### src/rtl/core/ghash_pkg.sv
// ----------------------------------------------------------------------------
// ghash_pkg
// Shared types, constants and GF(2^128) helpers for the GHASH engine.
// ----------------------------------------------------------------------------
package ghash_pkg;

    localparam int unsigned DIGIT_BITS_DEF = 4;
    localparam int unsigned BLOCK_BITS     = 128;
    localparam int unsigned WORD_BITS      = 64;
    localparam int unsigned BLOCK_BYTES    = 16;
    localparam int unsigned MAX_DIGIT_BITS = 8;

    // reduction constant in gcm bit order (x^0 at the msb)
    localparam logic [BLOCK_BITS-1:0] REDUCE_POLY = {8'he1, 120'd0};

    localparam logic ACTION_CLEAR  = 1'b0;
    localparam logic ACTION_ABSORB = 1'b1;

    localparam logic CFG_KEY_HIGH = 1'b0;
    localparam logic CFG_KEY_LOW  = 1'b1;

    typedef logic [BLOCK_BITS-1:0] block_t;

    typedef enum logic [1:0] {
        ST_IDLE,
        ST_MUL,
        ST_DONE
    } mac_state_t;

    typedef enum logic [1:0] {
        KG_POWERS,
        KG_FILL,
        KG_IDLE
    } keygen_state_t;

    // multiply by x^n, n up to eight; the bits that drop off the low end
    // each fold one copy of the reduction constant into the high word
    function automatic block_t shift_x(block_t v, int unsigned n);
        block_t      r;
        int unsigned k;
        r = v >> n;
        for (k = 0; k < MAX_DIGIT_BITS; k++)
        begin
            if ((k < n) && v[k])
            begin
                r = r ^ (REDUCE_POLY >> (n - 1 - k));
            end
        end
        return r;
    endfunction

    // keep the first n bytes, byte 0 at the msb end
    function automatic block_t mask_block(block_t v, logic [4:0] n);
        block_t      r;
        int unsigned b;
        r = v;
        for (b = 0; b < BLOCK_BYTES; b++)
        begin
            if (5'(b) >= n)
            begin
                r[BLOCK_BITS-1-8*b -: 8] = 8'd0;
            end
        end
        return r;
    endfunction

endpackage

### src/rtl/core/ghash_table.sv
// ----------------------------------------------------------------------------
// ghash_table
// Key multiple table: one write port, one read port, registered read data.
// ----------------------------------------------------------------------------
module ghash_table #(
    parameter int unsigned DIGIT_BITS = ghash_pkg::DIGIT_BITS_DEF
) (
    input  logic                  clk,
    input  logic                  wr_en,
    input  logic [DIGIT_BITS-1:0] wr_addr,
    input  ghash_pkg::block_t     wr_data,
    input  logic [DIGIT_BITS-1:0] rd_addr,
    output ghash_pkg::block_t     rd_data
);

    localparam int unsigned DEPTH = 1 << DIGIT_BITS;

    ghash_pkg::block_t mem [DEPTH];
    ghash_pkg::block_t rd_data_reg;

    always_ff @(posedge clk)
    begin
        if (wr_en)
        begin
            mem[wr_addr] <= wr_data;
        end
        rd_data_reg <= mem[rd_addr];
    end

    assign rd_data = rd_data_reg;

endmodule

### src/rtl/core/ghash_keygen.sv
// ----------------------------------------------------------------------------
// ghash_keygen
// Rebuilds the key multiple table: first H * x^j for each digit bit, then
// one table entry per cycle as the xor of the powers its digit selects.
// ----------------------------------------------------------------------------
module ghash_keygen #(
    parameter int unsigned DIGIT_BITS = ghash_pkg::DIGIT_BITS_DEF
) (
    input  logic                  clk,
    input  logic                  rst_n,
    input  logic                  start,
    input  ghash_pkg::block_t     key,
    output logic                  busy,
    output logic                  wr_en,
    output logic [DIGIT_BITS-1:0] wr_addr,
    output ghash_pkg::block_t     wr_data
);

    localparam int unsigned POW_W = (DIGIT_BITS > 1) ? $clog2(DIGIT_BITS) : 1;

    ghash_pkg::keygen_state_t state_reg, state_next;
    logic [POW_W-1:0]         pow_cnt_reg, pow_cnt_next;
    logic [DIGIT_BITS-1:0]    fill_cnt_reg, fill_cnt_next;
    ghash_pkg::block_t        pow_reg [DIGIT_BITS];
    ghash_pkg::block_t        entry;

    always_ff @(posedge clk or negedge rst_n)
    begin
        if (!rst_n)
        begin
            // reset runs a full build from the zero key, which clears the table
            state_reg    <= ghash_pkg::KG_POWERS;
            pow_cnt_reg  <= '0;
            fill_cnt_reg <= '0;
        end
        else
        begin
            state_reg    <= state_next;
            pow_cnt_reg  <= pow_cnt_next;
            fill_cnt_reg <= fill_cnt_next;
        end
    end

    always_ff @(posedge clk)
    begin
        if ((state_reg == ghash_pkg::KG_POWERS) && !start)
        begin
            if (pow_cnt_reg == '0)
            begin
                pow_reg[0] <= key;
            end
            else
            begin
                pow_reg[pow_cnt_reg] <= ghash_pkg::shift_x(pow_reg[pow_cnt_reg - 1'b1], 1);
            end
        end
    end

    always_comb
    begin
        state_next    = state_reg;
        pow_cnt_next  = pow_cnt_reg;
        fill_cnt_next = fill_cnt_reg;
        wr_en         = 1'b0;
        if (start)
        begin
            state_next   = ghash_pkg::KG_POWERS;
            pow_cnt_next = '0;
        end
        else
        begin
            unique case (state_reg)
                ghash_pkg::KG_POWERS:
                begin
                    if (pow_cnt_reg == POW_W'(DIGIT_BITS - 1))
                    begin
                        state_next    = ghash_pkg::KG_FILL;
                        fill_cnt_next = '0;
                    end
                    else
                    begin
                        pow_cnt_next = pow_cnt_reg + 1'b1;
                    end
                end
                ghash_pkg::KG_FILL:
                begin
                    wr_en = 1'b1;
                    if (fill_cnt_reg == '1)
                    begin
                        state_next = ghash_pkg::KG_IDLE;
                    end
                    else
                    begin
                        fill_cnt_next = fill_cnt_reg + 1'b1;
                    end
                end
                ghash_pkg::KG_IDLE:
                begin
                end
                default:
                begin
                    state_next = ghash_pkg::KG_IDLE;
                end
            endcase
        end
    end

    // digit msb stands for x^0, so bit DIGIT_BITS-1-j selects H * x^j
    always_comb
    begin
        entry = '0;
        for (int j = 0; j < DIGIT_BITS; j++)
        begin
            if (fill_cnt_reg[DIGIT_BITS-1-j])
            begin
                entry = entry ^ pow_reg[j];
            end
        end
    end

    assign busy    = (state_reg != ghash_pkg::KG_IDLE);
    assign wr_addr = fill_cnt_reg;
    assign wr_data = entry;

endmodule

### src/rtl/core/ghash_multiply_accumulate.sv
// ----------------------------------------------------------------------------
// ghash_multiply_accumulate
// GHASH multiply-accumulate engine with a table driven digit multiplier.
// ----------------------------------------------------------------------------
// Input beats carry action, block_high, block_low and valid_bytes on a
// valid/stall channel. An absorb beat xors the leading valid_bytes of the
// block into the accumulator and multiplies the sum by H; a clear beat zeroes
// the accumulator. Each beat returns one output beat holding the new
// accumulator on digest_high/digest_low.
// An absorb takes 128/DIGIT_BITS table reads (plus one for a short leading
// digit), one per cycle from the single read port of the table memory. One
// item is worked on at a time; the next one is taken as soon as the result
// sits in the output register, even while the receiver still stalls it.
// Writing either key register rebuilds the table, with in_stall high
// meanwhile. Reset zeroes the keys and the accumulator and runs the same
// build from the zero key to clear the table, so in_stall stays high after
// reset until that build is done.
// A stalled output beat holds, and a finished item waits for it to drain.
// ----------------------------------------------------------------------------
module ghash_multiply_accumulate #(
    parameter int unsigned DIGIT_BITS = ghash_pkg::DIGIT_BITS_DEF
) (
    input  logic        clk,
    input  logic        rst_n,
    input  logic        cfg_write,
    input  logic        cfg_index,
    input  logic [63:0] cfg_data,
    input  logic        in_valid,
    output logic        in_stall,
    input  logic        action,
    input  logic [63:0] block_high,
    input  logic [63:0] block_low,
    input  logic [4:0]  valid_bytes,
    output logic        out_valid,
    input  logic        out_stall,
    output logic [63:0] digest_high,
    output logic [63:0] digest_low
);

    localparam int unsigned FULL       = ghash_pkg::BLOCK_BITS / DIGIT_BITS;
    localparam int unsigned PART       = ghash_pkg::BLOCK_BITS % DIGIT_BITS;
    localparam int unsigned STEPS      = FULL + ((PART != 0) ? 1 : 0);
    localparam int unsigned CNT_W      = $clog2(STEPS + 1);
    localparam int unsigned PART_SHIFT = (PART != 0) ? (DIGIT_BITS - PART) : 0;

    logic [63:0]           key_high_reg, key_low_reg;
    ghash_pkg::mac_state_t state_reg, state_next;
    ghash_pkg::block_t     acc_reg, acc_next;
    ghash_pkg::block_t     x_reg, x_next;
    ghash_pkg::block_t     z_reg, z_next;
    logic [CNT_W-1:0]      step_cnt_reg, step_cnt_next;
    logic                  rd_valid_reg, rd_valid_next;
    logic                  rd_part_reg, rd_part_next;
    logic                  out_valid_reg, out_valid_next;

    logic                  kg_busy;
    logic                  tbl_wr_en;
    logic [DIGIT_BITS-1:0] tbl_wr_addr;
    ghash_pkg::block_t     tbl_wr_data;
    logic [DIGIT_BITS-1:0] tbl_rd_addr;
    ghash_pkg::block_t     tbl_rd_data;

    logic                  in_accept;
    logic                  out_free;
    logic                  is_part_step;
    logic                  rd_issue;
    ghash_pkg::block_t     z_step;

    always_ff @(posedge clk or negedge rst_n)
    begin
        if (!rst_n)
        begin
            key_high_reg <= '0;
            key_low_reg  <= '0;
        end
        else if (cfg_write)
        begin
            unique case (cfg_index)
                ghash_pkg::CFG_KEY_HIGH: key_high_reg <= cfg_data;
                ghash_pkg::CFG_KEY_LOW:  key_low_reg  <= cfg_data;
                default:
                begin
                end
            endcase
        end
    end

    ghash_keygen #(
        .DIGIT_BITS (DIGIT_BITS)
    ) u_keygen (
        .clk     (clk),
        .rst_n   (rst_n),
        .start   (cfg_write),
        .key     ({key_high_reg, key_low_reg}),
        .busy    (kg_busy),
        .wr_en   (tbl_wr_en),
        .wr_addr (tbl_wr_addr),
        .wr_data (tbl_wr_data)
    );

    ghash_table #(
        .DIGIT_BITS (DIGIT_BITS)
    ) u_table (
        .clk     (clk),
        .wr_en   (tbl_wr_en),
        .wr_addr (tbl_wr_addr),
        .wr_data (tbl_wr_data),
        .rd_addr (tbl_rd_addr),
        .rd_data (tbl_rd_data)
    );

    always_ff @(posedge clk or negedge rst_n)
    begin
        if (!rst_n)
        begin
            state_reg     <= ghash_pkg::ST_IDLE;
            acc_reg       <= '0;
            step_cnt_reg  <= '0;
            rd_valid_reg  <= 1'b0;
            rd_part_reg   <= 1'b0;
            out_valid_reg <= 1'b0;
        end
        else
        begin
            state_reg     <= state_next;
            acc_reg       <= acc_next;
            step_cnt_reg  <= step_cnt_next;
            rd_valid_reg  <= rd_valid_next;
            rd_part_reg   <= rd_part_next;
            out_valid_reg <= out_valid_next;
        end
    end

    always_ff @(posedge clk)
    begin
        x_reg <= x_next;
        z_reg <= z_next;
    end

    assign in_stall  = (state_reg != ghash_pkg::ST_IDLE) || kg_busy;
    assign in_accept = in_valid && !in_stall;
    assign out_free  = !out_valid_reg || !out_stall;

    // digits come off the low end of the sum; a short leading digit is last
    assign is_part_step = (PART != 0) && (step_cnt_reg == CNT_W'(FULL));
    assign tbl_rd_addr  = is_part_step ? (x_reg[DIGIT_BITS-1:0] << PART_SHIFT)
                                       : x_reg[DIGIT_BITS-1:0];

    assign z_step = (rd_part_reg ? ghash_pkg::shift_x(z_reg, PART)
                                 : ghash_pkg::shift_x(z_reg, DIGIT_BITS)) ^ tbl_rd_data;

    always_comb
    begin
        state_next     = state_reg;
        acc_next       = acc_reg;
        x_next         = x_reg;
        z_next         = rd_valid_reg ? z_step : z_reg;
        step_cnt_next  = step_cnt_reg;
        out_valid_next = out_valid_reg && out_stall;
        rd_issue       = 1'b0;
        unique case (state_reg)
            ghash_pkg::ST_IDLE:
            begin
                if (in_accept)
                begin
                    z_next        = '0;
                    step_cnt_next = '0;
                    if (action == ghash_pkg::ACTION_CLEAR)
                    begin
                        state_next = ghash_pkg::ST_DONE;
                    end
                    else
                    begin
                        x_next     = acc_reg ^ ghash_pkg::mask_block({block_high, block_low},
                                                                     valid_bytes);
                        state_next = ghash_pkg::ST_MUL;
                    end
                end
            end
            ghash_pkg::ST_MUL:
            begin
                rd_issue      = 1'b1;
                x_next        = x_reg >> DIGIT_BITS;
                step_cnt_next = step_cnt_reg + 1'b1;
                if (step_cnt_reg == CNT_W'(STEPS - 1))
                begin
                    state_next = ghash_pkg::ST_DONE;
                end
            end
            ghash_pkg::ST_DONE:
            begin
                // last table read folds in first, then the result goes out
                if (!rd_valid_reg && out_free)
                begin
                    acc_next       = z_reg;
                    out_valid_next = 1'b1;
                    state_next     = ghash_pkg::ST_IDLE;
                end
            end
            default:
            begin
                state_next = ghash_pkg::ST_IDLE;
            end
        endcase
        rd_valid_next = rd_issue;
        rd_part_next  = rd_issue && is_part_step;
    end

    assign out_valid   = out_valid_reg;
    assign digest_high = acc_reg[127:64];
    assign digest_low  = acc_reg[63:0];

endmodule

### config.mk
export PLATFORM = sky130hd
export DESIGN_NAME = ghash_multiply_accumulate
export DESIGN_NICKNAME = d
export VERILOG_FILES = /design/src/rtl/core/ghash_pkg.sv /design/src/rtl/core/ghash_table.sv /design/src/rtl/core/ghash_keygen.sv /design/src/rtl/core/ghash_multiply_accumulate.sv
export SDC_FILE = /design/constraint.sdc
export NUM_CORES = 2
export LEC_CHECK = 0
export ABC_AREA = 0
export BUFFER_PORTS_ARGS = -buffer_cell sky130_fd_sc_hd__clkbuf_2
export CAP_MARGIN = 20
export CORE_MARGIN = 2
export CORE_UTILIZATION = 55
export DETAILED_ROUTE_END_ITERATION = 7
export PLACE_DENSITY = 0.74
export SYNTH_ARGS = -nofsm -noshare
export SYNTH_HDL_FRONTEND = slang
export SYNTH_HIERARCHICAL = 1
export SYNTH_SLANG_ARGS = --single-unit
### constraint.sdc
create_clock -name clk -period 14.4 [get_ports clk]
set_input_delay 0 -clock clk [delete_from_list [all_inputs] [get_ports clk]]
set_output_delay 0 -clock clk [all_outputs]
set_load 0.05 [all_outputs]
==> flow_summary_export.csv <==
group,metric,value,unit
clock_tree,ctsResizeCount,0,
floorplanning,core,232000,um^2
grt,grt_pass1_vias,69000,
status,status,"finished, final reports clean",
pwr,switchingPower,8.03,mW
yosys,syn_area_per_cell,18.2,um^2
clock_tree,cts_root_buffer,"clkbuf_16",
floorplanning,die_h,487,um
floorplanning,die_w,487,um
final_layout,nets,8011,
final_layout,drive_gt1_frac,0.262,
route,drtIter0Drc,8632,
sta,finClkSkew,0.0904,ns
yosys,ys_seq_elements,3218,
route,viasPerCell,6.22,
min_path,hold_path_class,"primary input to flip-flop",
worst_setup_path,worstPathArrival,5.54,ns
clock_tree,clkTransAtPathRegs,0.06,ns
sta,tightest_slew,1.24,ns
yosys,synth.most_common_cell,"edfxtp_1",
final_layout,stdcell_area,148000,um^2
worst_setup_path,required,14.94,ns
clock_tree,htreeDepth,5,
clock_tree,post_cts_buffers,0,
pwr,pwr-share-comb,0.222,
final_layout,largest_reg_flops,2048,
sta,period_share,0.347,
grt,grt_pass1_wl,465,mm
yosys,syn_inst,7053,
yosys,syn_nets,7261,
route,wirelength,322,mm
clock_tree,cts_made_buffers,333,
pwr,intPower,19.4,mW
place,place_hpwl,182,mm
pwr,pwr-share-clk,0.301,
worst_setup_path,rr_endpoint,"u_table/mem[12][100]",
worst_setup_path,cp-start-kind,"flip-flop",
place,port_buffers,333,
clock_tree,clock-sinks,3218,
worst_setup_path,end_kind,"flip-flop",
yosys,synth_edf_count,2688,
route,first_pass_iters,5,
job,drv_cap,0,
yosys,ys_async_sr_fraction,0.0851,
worst_setup_path,path_delay_family,"buffers and inverters",
clock_tree,cts_tree,"done",
min_path,hold_end,"x_reg[70]",
yosys,synth_area_leaders,"edfxtp_1, mux4_2, dfrtp_1",
grt,overflow,0,
place,gp_congestion,0.811,
sta,final-setup-viol-count,0,
floorplanning,die_area,237000,um^2
yosys,synth.distinct_cells,61,
yosys,synth_top_cell_by_area,"edfxtp_1",
worst_setup_path,cp_max_fo,57,
clock_tree,clock_latency,0.96,ns
worst_setup_path,worstSetupPathType,"flip-flop to flip-flop",
sta,rsz0062_at_grt,"no",
pwr,power.share.switching,0.293,
clock_tree,postCtsHoldBufs,279,
pwr,power_frac_seq,0.477,
yosys,synth_area,128000,um^2
grt,antenna_found_initial,19,
route,drc_errors,0,
worst_setup_path,crit_top_cell,"buf_4",
worst_setup_path,crit_chain,"buf_4 -> nand3_1 -> nor3_2 -> buf_4 -> buf_4 -> buf_4",
pwr,vdd_drop_max,0.203,mV
final_layout,fill_cells,15300,
final_layout,area_delta_synth_final,15.1,%
sta,timing.setup.tns,0,ns
worst_setup_path,crit_slowest_cell,"buf_4",
floorplanning,io_pins,334,
worst_setup_path,rrSetupSlack,9.40,ns
pwr,p_leak,50.8,nW
route,ant_nets,0,
sta,setup_ws,9.40,ns
yosys,ys_warn_count,6,
yosys,yosysSeqAreaShare,0.723,
yosys,yosys-top-cells-count,"edfxtp_1, nand2_1, mux4_2, xnor2_1, dfrtp_1",
sta,slew_viol_final,0,
worst_setup_path,crit_buf_inv,4,
sta,finalHoldViolCount,0,
sta,relSlewSlack,0.174,
sta,fin_crit,5.00,ns
worst_setup_path,r2r_start,"u_keygen/wr_addr[2]",
pwr,power.density,186,nW/um^2
grt,grt_max_degree,168,
yosys,synth_top_area_frac,0.630,
floorplanning,rows,177,
route,num_vias,69100,
worst_setup_path,ff2ff_path_depth,6,
clock_tree,clock_path_buffers,4,
worst_setup_path,slowest_delay,0.90,ns
floorplanning,initial_core_util,0.552,
yosys,synth_ff_type,"edfxtp_1",
route,post_drt_wl_per_cell,29.0,um
place,placedInstanceArea,134000,um^2
grt,grt_use_total,0.269,
min_path,min_path_cells,5,
place,pre_cts_ws,9.38,ns
min_path,hold_start,"block_high[6]",
sta,fmaxAchievable,0.200,GHz
-- stage by stage --
step                hold slack [ns]  instances  utilization  power (mW)
floorplan                    -0.296       7053            -        16.5
finish                       0.0719      11100        0.636        27.4
detailed placement          0.00532      10200        0.577        19.0
CTS                         0.00148      11100        0.634        27.3
global placement            0.00442      10200        0.576        18.8
global route                 0.0415      11100        0.635        28.3
-- cell usage in the layout, fill, tap and decap left out, types with 22 or more instances in the layout --
cell,netlist,final
edfxtp_1,2688,2688
nand2_1,840,839
mux4_2,604,604
xnor2_1,401,343
clkbuf_16,0,340
clkbuf_2,0,332
dlygate4sd3_1,0,278
dfrtp_1,274,268
xor2_1,263,263
mux2_2,260,260
dfxtp_1,256,256
a22oi_1,219,219
o21ai_0,172,172
buf_4,17,161
a211oi_1,138,138
nor2_1,152,134
mux2_4,120,120
mux2i_1,86,86
clkbuf_1,216,71
clkinv_2,0,69
xnor2_2,0,58
clkbuf_8,0,41
a21oi_1,38,38
clkinv_1,0,30
buf_8,4,22
-- per-layer routing --
layer  global-route usage  share of wire  vias up
met4               0.0768          0.027        6
met5                    0        0.00014        -
li1                     -              -    28900
met2                0.411           0.46     3829
met1                0.399           0.40    35900
met3               0.0543           0.11      531
-- power groups by stage --
stage | Combinational, mW | Clock [mW] | Sequential, mW
after floorplan | 3.37 | 0 | 13.1
after global placement | 5.52 | 0 | 13.2
after CTS | 5.85 | 8.34 | 13.1
after detailed placement | 5.76 | 0 | 13.3
after global routing | 6.46 | 8.70 | 13.1
final | 6.09 | 8.25 | 13.1
-- how the worst max path moves through the flow --
stage	depth (start not counted)	slack [ns]	from	endpoint
final	6	9.40	u_keygen/wr_addr[2]	u_table/mem[12][100]
after global routing	6	9.23	u_keygen/wr_addr[2]	u_table/mem[12][123]
after CTS	6	9.29	u_keygen/wr_addr[2]	u_table/mem[12][100]
after detailed placement	6	9.38	u_keygen/wr_addr[2]	u_table/mem[12][94]
after global placement	6	9.40	u_keygen/wr_addr[2]	u_table/mem[12][94]
after floorplan	5	0.41	u_keygen/pow_cnt_reg[0]	u_keygen/pow_reg[0][0]
-- area by class of cell --
type                       count  area (um^2)  share of cell area
timing repair buffer         811         6360              0.0431
tap                         3043         3810              0.0258
clock buffer                 452         9340              0.0633
sequential                  3218        92700               0.629
antenna                       12         30.0            0.000204
multi-input combinational   3432        34100               0.231
clock inverter               135         1110             0.00753
inverter                       7         31.3            0.000212
-- logic make-up (layout without fill, tap and decap cells) --
kind of cell,count (synthesis),count (layout),synth area share
compound gates,624,624,0.0325
xor+xnor,664,664,0.0454
fa+ha+maj,4,4,0.000391
buf+inv,403,1405,0.0156
flops,3218,3218,0.723
mux,1072,1072,0.150
other cells,0,12,0
simple gates,1068,1068,0.0329
-- tightest hold or removal path: stages --
cell           delay, ns
dlygate4sd3_1       0.53
clkbuf_2            0.11
nand2_1             0.06
xor2_1              0.06
o21ai_0             0.13
No activity file was read; power rests on OpenSTA's default activity.
